--- config.mk ---
export PLATFORM = sky130hd
export DESIGN_NAME = chunk_reassembly_ring_unit
export DESIGN_NICKNAME = d
export VERILOG_FILES = /design/src/hdl/crr_pkg.sv /design/src/hdl/crr_ram.sv /design/src/hdl/chunk_reassembly_ring_unit.sv
export SDC_FILE = /design/constraint.sdc
export NUM_CORES = 2
export LEC_CHECK = 0
export BUFFER_PORTS_ARGS = -buffer_cell sky130_fd_sc_hd__clkbuf_2
export CORE_MARGIN = 3
export CORE_UTILIZATION = 50
export DETAILED_ROUTE_END_ITERATION = 12
export HOLD_SLACK_MARGIN = 0.03
export PLACE_DENSITY_LB_ADDON = 0.12
export SLEW_MARGIN = 15
export SYNTH_ARGS = -nofsm -noshare
export SYNTH_HDL_FRONTEND = slang
export SYNTH_SLANG_ARGS = --single-unit
--- constraint.sdc ---
create_clock -name clk_i -period 11 [get_ports clk_i]
set_input_delay 2.2 -clock clk_i [delete_from_list [all_inputs] [get_ports clk_i]]
set_output_delay 2.2 -clock clk_i [all_outputs]
set_load 0.02 [all_outputs]
--- src/hdl/crr_pkg.sv ---
// Shared types and constants of the chunk reassembly ring controller.
package crr_pkg;

  localparam int unsigned HEADER_BYTES = 16;
  localparam logic [31:0] NO_FRAME     = 32'hFFFF_FFFF;

  // Chunk map is stored in rows of this many bits.
  localparam int unsigned ROW_BITS  = 16;
  localparam int unsigned ROW_SHIFT = 4;

  localparam int unsigned CNT_W = 11;  // chunk totals stay below chunk_limit

  localparam logic [15:0] RST_MAGIC_WORD  = 16'h55AA;
  localparam logic [15:0] RST_INPUT_KIND  = 16'd1;
  localparam logic [15:0] RST_CHUNK_BYTES = 16'd1400;
  localparam logic [24:0] RST_FRAME_BYTES = 25'd230400;
  localparam logic [10:0] RST_CHUNK_LIMIT = 11'd700;

  typedef enum logic [2:0] {
    CFG_MAGIC_WORD  = 3'd0,
    CFG_INPUT_KIND  = 3'd1,
    CFG_CHUNK_BYTES = 3'd2,
    CFG_FRAME_BYTES = 3'd3,
    CFG_CHUNK_LIMIT = 3'd4
  } crr_cfg_idx_e;

  typedef enum logic [2:0] {
    ST_WRITTEN   = 3'd0,
    ST_SHORT     = 3'd1,
    ST_BAD_MAGIC = 3'd2,
    ST_BAD_TOTAL = 3'd3,
    ST_RING_FULL = 3'd4,
    ST_OUTSIDE   = 3'd5,
    ST_POPPED    = 3'd6,
    ST_POP_EMPTY = 3'd7
  } crr_status_e;

  typedef enum logic {
    OP_HEADER = 1'b0,
    OP_POP    = 1'b1
  } crr_op_e;

  // Input tdata, last field in the lowest bits.
  typedef struct packed {
    logic [15:0] payload_length;
    logic [15:0] chunk_total;
    logic [15:0] chunk_index;
    logic [31:0] frame_id;
    logic [15:0] kind;
    logic [15:0] magic;
    logic [15:0] packet_length;
  } crr_hdr_t;

  // Output tdata, last field in the lowest bits.
  typedef struct packed {
    logic        pad;
    logic [6:0]  frames_ready;
    logic [5:0]  head_slot;
    logic        head_valid;
    logic        frame_done;
    logic [15:0] write_length;
    logic [24:0] write_offset;
    logic [5:0]  write_slot;
    logic        write_enable;
  } crr_res_t;

endpackage

--- src/hdl/crr_ram.sv ---
// Generic single-write, single-read RAM with registered read data.
module crr_ram #(
  parameter int unsigned WIDTH = 16,
  parameter int unsigned DEPTH = 64
) (
  input  logic                                    clk_i,
  input  logic                                    we_i,
  input  logic [((DEPTH > 1) ? $clog2(DEPTH) : 1)-1:0] waddr_i,
  input  logic [WIDTH-1:0]                        wdata_i,
  input  logic                                    re_i,
  input  logic [((DEPTH > 1) ? $clog2(DEPTH) : 1)-1:0] raddr_i,
  output logic [WIDTH-1:0]                        rdata_o
);

  logic [WIDTH-1:0] mem_q [DEPTH];
  logic [WIDTH-1:0] rdata_q;

  always_ff @(posedge clk_i) begin
    if (we_i) begin
      mem_q[waddr_i] <= wdata_i;
    end
    if (re_i) begin
      rdata_q <= mem_q[raddr_i];
    end
  end

  assign rdata_o = rdata_q;

endmodule

--- src/hdl/chunk_reassembly_ring_unit.sv ---
// Chunk reassembly ring controller: top level.
// An accepted item is held in the input register, its result in the result register;
// stalls on the result side hold both. Throughput: one item per cycle unless the result
// side stalls, set by the chunk map row read-modify-write (map RAM read at accept, written
// on leaving the input register; a forwarding register covers back-to-back rows).
// Reset: control state, ring pointers and config registers return to defaults at once;
// chunk map rows are guarded by per-row valid flops, so there is no clearing pass.
module chunk_reassembly_ring_unit #(
  parameter int unsigned SLOTS          = 64,
  parameter int unsigned CHUNK_MAP_BITS = 1024
) (
  input  logic         clk_i,
  input  logic         rst_ni,
  // config write channel
  input  logic         cfg_valid_i,
  output logic         cfg_ready_o,
  input  logic [2:0]   cfg_index_i,
  input  logic [24:0]  cfg_data_i,
  // input stream
  input  logic         s_axis_tvalid,
  output logic         s_axis_tready,
  // packet_length[15:0], magic[31:16], kind[47:32], frame_id[79:48],
  // chunk_index[95:80], chunk_total[111:96], payload_length[127:112]
  input  logic [127:0] s_axis_tdata,
  // op[0]
  input  logic         s_axis_tuser,
  // result stream
  output logic         m_axis_tvalid,
  input  logic         m_axis_tready,
  // write_enable[0], write_slot[6:1], write_offset[31:7], write_length[47:32],
  // frame_done[48], head_valid[49], head_slot[55:50], frames_ready[62:56], zero[63]
  output logic [63:0]  m_axis_tdata,
  // status[2:0]
  output logic [2:0]   m_axis_tuser
);

  localparam int unsigned POS_W  = $clog2(SLOTS);
  localparam int unsigned RDY_W  = $clog2(SLOTS + 1);
  localparam int unsigned ROWS   = (CHUNK_MAP_BITS + crr_pkg::ROW_BITS - 1) / crr_pkg::ROW_BITS;
  localparam int unsigned ROW_AW = (ROWS > 1) ? $clog2(ROWS) : 1;
  localparam int unsigned BIT_W  = crr_pkg::ROW_SHIFT;

  // config registers
  logic [15:0] magic_word_q, input_kind_q, chunk_bytes_q;
  logic [24:0] frame_bytes_q;
  logic [10:0] chunk_limit_q;

  // input stage
  logic              s1_valid_q;
  crr_pkg::crr_hdr_t s1_hdr_q;
  logic              s1_op_q;
  logic              s1_fire, in_accept;

  // frame and ring state
  logic                     open_q, open_d;
  logic [31:0]              open_num_q, open_num_d;
  logic [crr_pkg::CNT_W-1:0] exp_q, exp_d, recv_q, recv_d;
  logic [ROWS-1:0]          row_valid_q, row_valid_d;
  logic [POS_W-1:0]         wr_pos_q, wr_pos_d, rd_pos_q, rd_pos_d;
  logic [RDY_W-1:0]         ready_q, ready_d;

  // chunk map RAM and forwarding
  logic                        map_we;
  logic [ROW_AW-1:0]           map_waddr, map_raddr;
  logic [crr_pkg::ROW_BITS-1:0] map_wdata, map_rdata;
  logic                        byp_hit_q;
  logic [crr_pkg::ROW_BITS-1:0] byp_data_q;
  crr_pkg::crr_hdr_t           in_hdr;

  // result register
  logic              out_valid_q;
  crr_pkg::crr_res_t res_q, res_d;
  crr_pkg::crr_status_e status_q, status_d;

  // step logic
  logic                         new_frame, in_range, seen, done;
  logic [crr_pkg::CNT_W-1:0]    exp_sel, recv_base, recv_new;
  logic [31:0]                  offset;
  logic [32:0]                  end_byte;
  logic [ROW_AW-1:0]            row;
  logic [crr_pkg::ROW_BITS-1:0] row_data;

  assign cfg_ready_o   = 1'b1;
  assign s1_fire       = s1_valid_q && (!out_valid_q || m_axis_tready);
  assign s_axis_tready = !s1_valid_q || s1_fire;
  assign in_accept     = s_axis_tvalid && s_axis_tready;
  assign in_hdr        = crr_pkg::crr_hdr_t'(s_axis_tdata);
  assign map_raddr     = ROW_AW'(in_hdr.chunk_index >> crr_pkg::ROW_SHIFT);

  crr_ram #(
    .WIDTH (crr_pkg::ROW_BITS),
    .DEPTH (ROWS)
  ) u_map_ram (
    .clk_i   (clk_i),
    .we_i    (map_we),
    .waddr_i (map_waddr),
    .wdata_i (map_wdata),
    .re_i    (in_accept),
    .raddr_i (map_raddr),
    .rdata_o (map_rdata)
  );

  always_ff @(posedge clk_i or negedge rst_ni) begin
    if (!rst_ni) begin
      magic_word_q  <= crr_pkg::RST_MAGIC_WORD;
      input_kind_q  <= crr_pkg::RST_INPUT_KIND;
      chunk_bytes_q <= crr_pkg::RST_CHUNK_BYTES;
      frame_bytes_q <= crr_pkg::RST_FRAME_BYTES;
      chunk_limit_q <= crr_pkg::RST_CHUNK_LIMIT;
    end else if (cfg_valid_i) begin
      unique case (cfg_index_i)
        crr_pkg::CFG_MAGIC_WORD:  magic_word_q  <= cfg_data_i[15:0];
        crr_pkg::CFG_INPUT_KIND:  input_kind_q  <= cfg_data_i[15:0];
        crr_pkg::CFG_CHUNK_BYTES: chunk_bytes_q <= cfg_data_i[15:0];
        crr_pkg::CFG_FRAME_BYTES: frame_bytes_q <= cfg_data_i;
        crr_pkg::CFG_CHUNK_LIMIT: chunk_limit_q <= cfg_data_i[10:0];
        default: ;
      endcase
    end
  end

  always_comb begin
    new_frame   = !open_q || (s1_hdr_q.frame_id != open_num_q);
    exp_sel     = new_frame ? s1_hdr_q.chunk_total[crr_pkg::CNT_W-1:0] : exp_q;
    recv_base   = new_frame ? '0 : recv_q;
    offset      = {16'b0, s1_hdr_q.chunk_index} * {16'b0, chunk_bytes_q};
    end_byte    = {1'b0, offset} + 33'(s1_hdr_q.payload_length);
    in_range    = (s1_hdr_q.chunk_index < {5'b0, exp_sel})
               && (s1_hdr_q.chunk_index < 16'(CHUNK_MAP_BITS))
               && (end_byte <= 33'(frame_bytes_q));
    row         = ROW_AW'(s1_hdr_q.chunk_index >> crr_pkg::ROW_SHIFT);
    // a row not touched since the last map clear reads as empty
    if (new_frame || !row_valid_q[row]) begin
      row_data = '0;
    end else if (byp_hit_q) begin
      row_data = byp_data_q;
    end else begin
      row_data = map_rdata;
    end
    seen        = row_data[s1_hdr_q.chunk_index[BIT_W-1:0]];
    recv_new    = recv_base + crr_pkg::CNT_W'(!seen);
    done        = 1'b0;

    open_d      = open_q;
    open_num_d  = open_num_q;
    exp_d       = exp_q;
    recv_d      = recv_q;
    row_valid_d = row_valid_q;
    wr_pos_d    = wr_pos_q;
    rd_pos_d    = rd_pos_q;
    ready_d     = ready_q;
    map_we      = 1'b0;
    map_waddr   = row;
    map_wdata   = row_data | (crr_pkg::ROW_BITS'(1) << s1_hdr_q.chunk_index[BIT_W-1:0]);
    status_d    = crr_pkg::ST_POP_EMPTY;
    res_d       = '0;

    if (s1_op_q == crr_pkg::OP_POP) begin
      if (ready_q != '0) begin
        status_d = crr_pkg::ST_POPPED;
        rd_pos_d = (rd_pos_q == POS_W'(SLOTS - 1)) ? '0 : rd_pos_q + 1'b1;
        ready_d  = ready_q - 1'b1;
      end
    end else if (s1_hdr_q.packet_length < 16'(crr_pkg::HEADER_BYTES)) begin
      status_d = crr_pkg::ST_SHORT;
    end else if (s1_hdr_q.magic != magic_word_q || s1_hdr_q.kind != input_kind_q) begin
      status_d = crr_pkg::ST_BAD_MAGIC;
    end else if (s1_hdr_q.chunk_total == '0 ||
                 s1_hdr_q.chunk_total >= {5'b0, chunk_limit_q}) begin
      status_d = crr_pkg::ST_BAD_TOTAL;
    end else if (!open_q && ready_q >= RDY_W'(SLOTS)) begin
      status_d = crr_pkg::ST_RING_FULL;
    end else begin
      if (new_frame) begin
        open_d      = 1'b1;
        open_num_d  = s1_hdr_q.frame_id;
        exp_d       = exp_sel;
        recv_d      = '0;
        row_valid_d = '0;
      end
      if (in_range) begin
        status_d           = crr_pkg::ST_WRITTEN;
        res_d.write_enable = 1'b1;
        res_d.write_slot   = 6'(wr_pos_q);
        res_d.write_offset = offset[24:0];
        res_d.write_length = s1_hdr_q.payload_length;
        recv_d             = recv_new;
        if (!seen) begin
          map_we           = 1'b1;
          row_valid_d[row] = 1'b1;
        end
        if (recv_new == exp_sel) begin
          done        = 1'b1;
          ready_d     = ready_q + 1'b1;
          wr_pos_d    = (wr_pos_q == POS_W'(SLOTS - 1)) ? '0 : wr_pos_q + 1'b1;
          open_d      = 1'b0;
          open_num_d  = crr_pkg::NO_FRAME;
          exp_d       = '0;
          recv_d      = '0;
          row_valid_d = '0;
        end
      end else begin
        status_d = crr_pkg::ST_OUTSIDE;
      end
    end

    res_d.frame_done   = done;
    res_d.head_valid   = (ready_d != '0);
    res_d.head_slot    = 6'(rd_pos_d);
    res_d.frames_ready = 7'(ready_d);

    if (!s1_fire) begin
      map_we = 1'b0;
    end
  end

  always_ff @(posedge clk_i or negedge rst_ni) begin
    if (!rst_ni) begin
      s1_valid_q  <= 1'b0;
      out_valid_q <= 1'b0;
      open_q      <= 1'b0;
      open_num_q  <= crr_pkg::NO_FRAME;
      exp_q       <= '0;
      recv_q      <= '0;
      row_valid_q <= '0;
      wr_pos_q    <= '0;
      rd_pos_q    <= '0;
      ready_q     <= '0;
      byp_hit_q   <= 1'b0;
    end else begin
      if (s_axis_tready) begin
        s1_valid_q <= s_axis_tvalid;
      end
      if (s1_fire) begin
        out_valid_q <= 1'b1;
      end else if (m_axis_tready) begin
        out_valid_q <= 1'b0;
      end
      if (s1_fire) begin
        open_q      <= open_d;
        open_num_q  <= open_num_d;
        exp_q       <= exp_d;
        recv_q      <= recv_d;
        row_valid_q <= row_valid_d;
        wr_pos_q    <= wr_pos_d;
        rd_pos_q    <= rd_pos_d;
        ready_q     <= ready_d;
      end
      // RAM returns the old row when read and written in the same cycle
      if (in_accept) begin
        byp_hit_q <= map_we && (map_waddr == map_raddr);
      end
    end
  end

  always_ff @(posedge clk_i) begin
    if (in_accept) begin
      s1_hdr_q   <= in_hdr;
      s1_op_q    <= s_axis_tuser;
      byp_data_q <= map_wdata;
    end
    if (s1_fire) begin
      res_q    <= res_d;
      status_q <= status_d;
    end
  end

  assign m_axis_tvalid = out_valid_q;
  assign m_axis_tdata  = res_q;
  assign m_axis_tuser  = status_q;

  a_ready_bound: assert property (@(posedge clk_i) disable iff (!rst_ni)
    ready_q <= RDY_W'(SLOTS))
    else $error("frame count exceeds ring size");

  a_open_partial: assert property (@(posedge clk_i) disable iff (!rst_ni)
    open_q |-> (recv_q < exp_q))
    else $error("open frame holds all of its chunks");

  a_closed_clean: assert property (@(posedge clk_i) disable iff (!rst_ni)
    !open_q |-> (recv_q == '0 && exp_q == '0 && row_valid_q == '0))
    else $error("closed frame left chunk state behind");

  a_done_written: assert property (@(posedge clk_i) disable iff (!rst_ni)
    (m_axis_tvalid && res_q.frame_done) |->
      (status_q == crr_pkg::ST_WRITTEN && res_q.write_enable))
    else $error("frame posted by a chunk that was not written");

endmodule

==> flow_summary.yaml <==
status:
  status: "finished, final reports clean"
global_routing:
  first_pass_grt_wire_length_microns: 255000
  grt_start_max_net_pins: 157
  antenna_found_initial: 9
  globalRouteOverflowTotal: 0
  grt.total_usage_pct: 24.1
  first_global_vias: 39200
synthesis:
  area_fraction_in_compound_gates_after_synthesis_pct: 4.04
  yosys.cell_count.top_type: "sky130_fd_sc_hd__edfxtp_1"
  postSynthRegisterBits: 1472
  synth-seq-area-share_pct: 62.5
  async_flop_share_pct: 15.3
  synth-edff-count: 1247
  yosys_warnings: 0
  syn-cell-area_sq_um: 69100
  yosys.area_share.simple_pct: 6.75
  post_synth_fa_ha_maj_area_fraction_pct: 8.79
  post_synth_xor_area_fraction_pct: 1.76
  synthFlopType: "sky130_fd_sc_hd__edfxtp_1"
  synthCells: 4320
  synthDistinctLibCells: 90
  largest_family_of_logic_cells_by_synthesized_area: "multiplexers"
  synth.avg_cell_area_sq_um: 16.0
  netlist.top_cell.by_area: "sky130_fd_sc_hd__edfxtp_1"
  main_area_contributors_after_synthesis: "sky130_fd_sc_hd__edfxtp_1, sky130_fd_sc_hd__mux4_2, sky130_fd_sc_hd__dfrtp_1"
  synthMuxAreaShare_pct: 13.2
  yosysTopAreaCellShare_pct: 54.2
  most_used_standard_cells_in_the_synthesized_netlist: "sky130_fd_sc_hd__edfxtp_1, sky130_fd_sc_hd__mux4_2, sky130_fd_sc_hd__nand2_1"
  syn-num-nets: 4850
cts:
  clock_latency_ns: 0.81
  cts-hold-fix-buffers: 0
  cts_num_sinks: 1472
  tritoncts: "yes"
  clk_pin_slew_ns: 0.06
  clockRootBuffer: "sky130_fd_sc_hd__clkbuf_16"
  numCtsBuffers: 153
  htreeDepth: 4
  ctsLongestPathBuffers: 3
sta:
  hold_violations: 0
  slew_headroom_pct: 25.6
  final.min_clock_period_ns: 10.66
  setup_viol: 0
  fin_worst_skew_ns: 0.0549
  fin_crit_sh_pct: 96.9
  achievable-frequency_mhz: 93.8
  timing_max_transition_violations_final: 0
  worst_pin_slew_ns: 1.11
detailed_routing:
  drt-vias-per-instance: 5.81
  detail_route.wl_per_cell_microns: 25.2
  postRouteWirelength_microns: 168000
  drtPass1Iterations: 6
  drc: 0
  postRouteAntennaNets: 0
  routed-via-count: 38800
  drt-initial-drc-count: 3146
critical_path:
  worst-endpoint-required_ns: 11.50
  critPathLaunchType: "register"
  timing.critical_path.slowest_cell_delay_ns: 0.59
  critical_path_arrival_ns: 11.16
  critical_path.endpoint_type: "register"
  crit_path_frequent_cell: "sky130_fd_sc_hd__fa_1"
  critical_path.slowest_cell: "sky130_fd_sc_hd__or4_4"
  cp_max_fo: 8
  worstSetupPathType: "reg -> reg"
hold_path:
  hold_path_class: "reg -> reg"
floorplanning:
  initial_utilization_pct: 50.7
  num_rows: 135
  die-area_sq_um: 143000
  die_width_microns: 378
  num_io_pins: 232
  core_region_area_sq_um: 136000
  die_h_microns: 378
final_layout:
  final-instance-count-excl-fill: 6679
  final_nets: 5296
  area_delta_synth_final_pct: 17.6
  post_route_cells_drive_above_1_share_pct: 28.5
placement:
  dp.cells: 6364
  io_buffer_count: 225
  dp.final_hpwl_microns: 111000
  routabilityCongestion: 0.850
run:
  max_cap_violations: 0
cell usage in the layout, fill, tap and decap left out, types with 31 or more instances in the layout:
cell type / n
sky130_fd_sc_hd__nand2_1: 318
sky130_fd_sc_hd__clkbuf_1: 39
sky130_fd_sc_hd__clkbuf_16: 153
sky130_fd_sc_hd__and2_1: 181
sky130_fd_sc_hd__nand3_1: 38
sky130_fd_sc_hd__nor2_1: 82
sky130_fd_sc_hd__nand4_1: 37
sky130_fd_sc_hd__a21oi_1: 72
sky130_fd_sc_hd__buf_12: 78
sky130_fd_sc_hd__xnor2_1: 93
sky130_fd_sc_hd__nor3_4: 62
sky130_fd_sc_hd__edfxtp_1: 1247
sky130_fd_sc_hd__mux2_2: 88
sky130_fd_sc_hd__mux4_2: 345
sky130_fd_sc_hd__o22a_1: 31
sky130_fd_sc_hd__fa_1: 194
sky130_fd_sc_hd__a21o_1: 33
sky130_fd_sc_hd__dfstp_2: 57
sky130_fd_sc_hd__inv_1: 306
sky130_fd_sc_hd__mux2i_1: 34
sky130_fd_sc_hd__dfrtp_1: 168
sky130_fd_sc_hd__clkbuf_2: 220
sky130_fd_sc_hd__nor3_1: 32
sky130_fd_sc_hd__o21ai_1: 57
sky130_fd_sc_hd__buf_4: 206
sky130_fd_sc_hd__o21ai_0: 74
sky130_fd_sc_hd__clkinv_1: 32
sky130_fd_sc_hd__xor2_1: 39
sky130_fd_sc_hd__ha_1: 170
path summary, 6_finish.rpt:
check / to / slack [ns] / depth (start not counted) / from
setup / recovery: u_map_ram.mem_q[60][12]$_DFFE_PP_ / 0.34 / 43 / map_waddr[3]$_DFFE_PP_
hold / removal: recv_q[0]$_DFFE_PN0P_ / 0.47 / 2 / recv_q[0]$_DFFE_PN0P_
setup reg to reg: u_map_ram.mem_q[60][12]$_DFFE_PP_ / 0.34 / 43 / map_waddr[3]$_DFFE_PP_
hold reg to reg: recv_q[0]$_DFFE_PN0P_ / 0.47 / 2 / recv_q[0]$_DFFE_PN0P_
max in group asynchronous: ready_q[3]$_DFFE_PN0P_ / 8.20 / 2 / rst_ni
min in group asynchronous: frame_bytes_q[20]$_DFFE_PN0P_ / 1.36 / 1 / rst_ni
repair_timing:
action / in CTS / in global routing
setup endpoints to repair: 921 / 888
buffers inserted: 21 / 3
pin swaps: 10 / 16
resized for setup: 29 / 25
cloned: 4 / 0
kinds of logic after synthesis:
logic type	after synthesis
mux	467
xor+xnor	139
flops	1472
other cells	2
simple gates	908
compound gates	427
fa+ha+maj	368
buf+inv	537
critical path: cells and delay by family, from the launching register on:
| family | cells | cell delay [ns] |
|---|---|---|
| compound gates | 4 | 0.45 |
| xor+xnor | 2 | 0.28 |
| fa+ha+maj | 9 | 3.86 |
| buf+inv | 12 | 1.51 |
| flops | 1 | 0.51 |
| simple gates | 16 | 3.72 |
sequential cells by signal, indices dropped and copies added (netlist names), 25 cells and up:
signal and flops:
u_map_ram.mem_q 1024, s1_hdr_q 118, row_valid_q 64, m_axis_tdata 63, open_num_q 32, frame_bytes_q 25
routing by layer:
metal | GRT usage [%] | part of all wire [%]
met5 | 0 | 0.0077
met4 | 7.09 | 2.6
met3 | 3.44 | 5.2
met2 | 39.1 | 49
met1 | 34.2 | 43
area by class of cell:
cell class,count,area [sq um]
Multi-Input combinational cell,2311,25000
Tap cell,1781,2230
Timing Repair Buffer,519,4460
Clock inverter,87,1090
Fill cell,10300,55100
Antenna cell,3,7.51
Sequential cell,1472,43100
Inverter,309,1170
Clock buffer,197,4040
stage by stage:
step	TNS (ns)	cell area (sq um)	utilization [%]	setup slack [ns]	hold WS, ns
3_5_place_dp	-89.67	75400	55.3	-0.213	0.454
2_1_floorplan	0	69800	-	0.0884	0.430
4_1_cts	0	81000	59.5	0.138	0.474
3_3_place_gp	-47.19	75400	55.3	-0.150	0.443
6_report	0	81200	59.6	0.342	0.473
5_1_grt	-1.38	81200	59.6	-0.0387	0.493
Power is not shown: default switching activity piles up to over one toggle a cycle in this logic, so the estimate is an artifact.
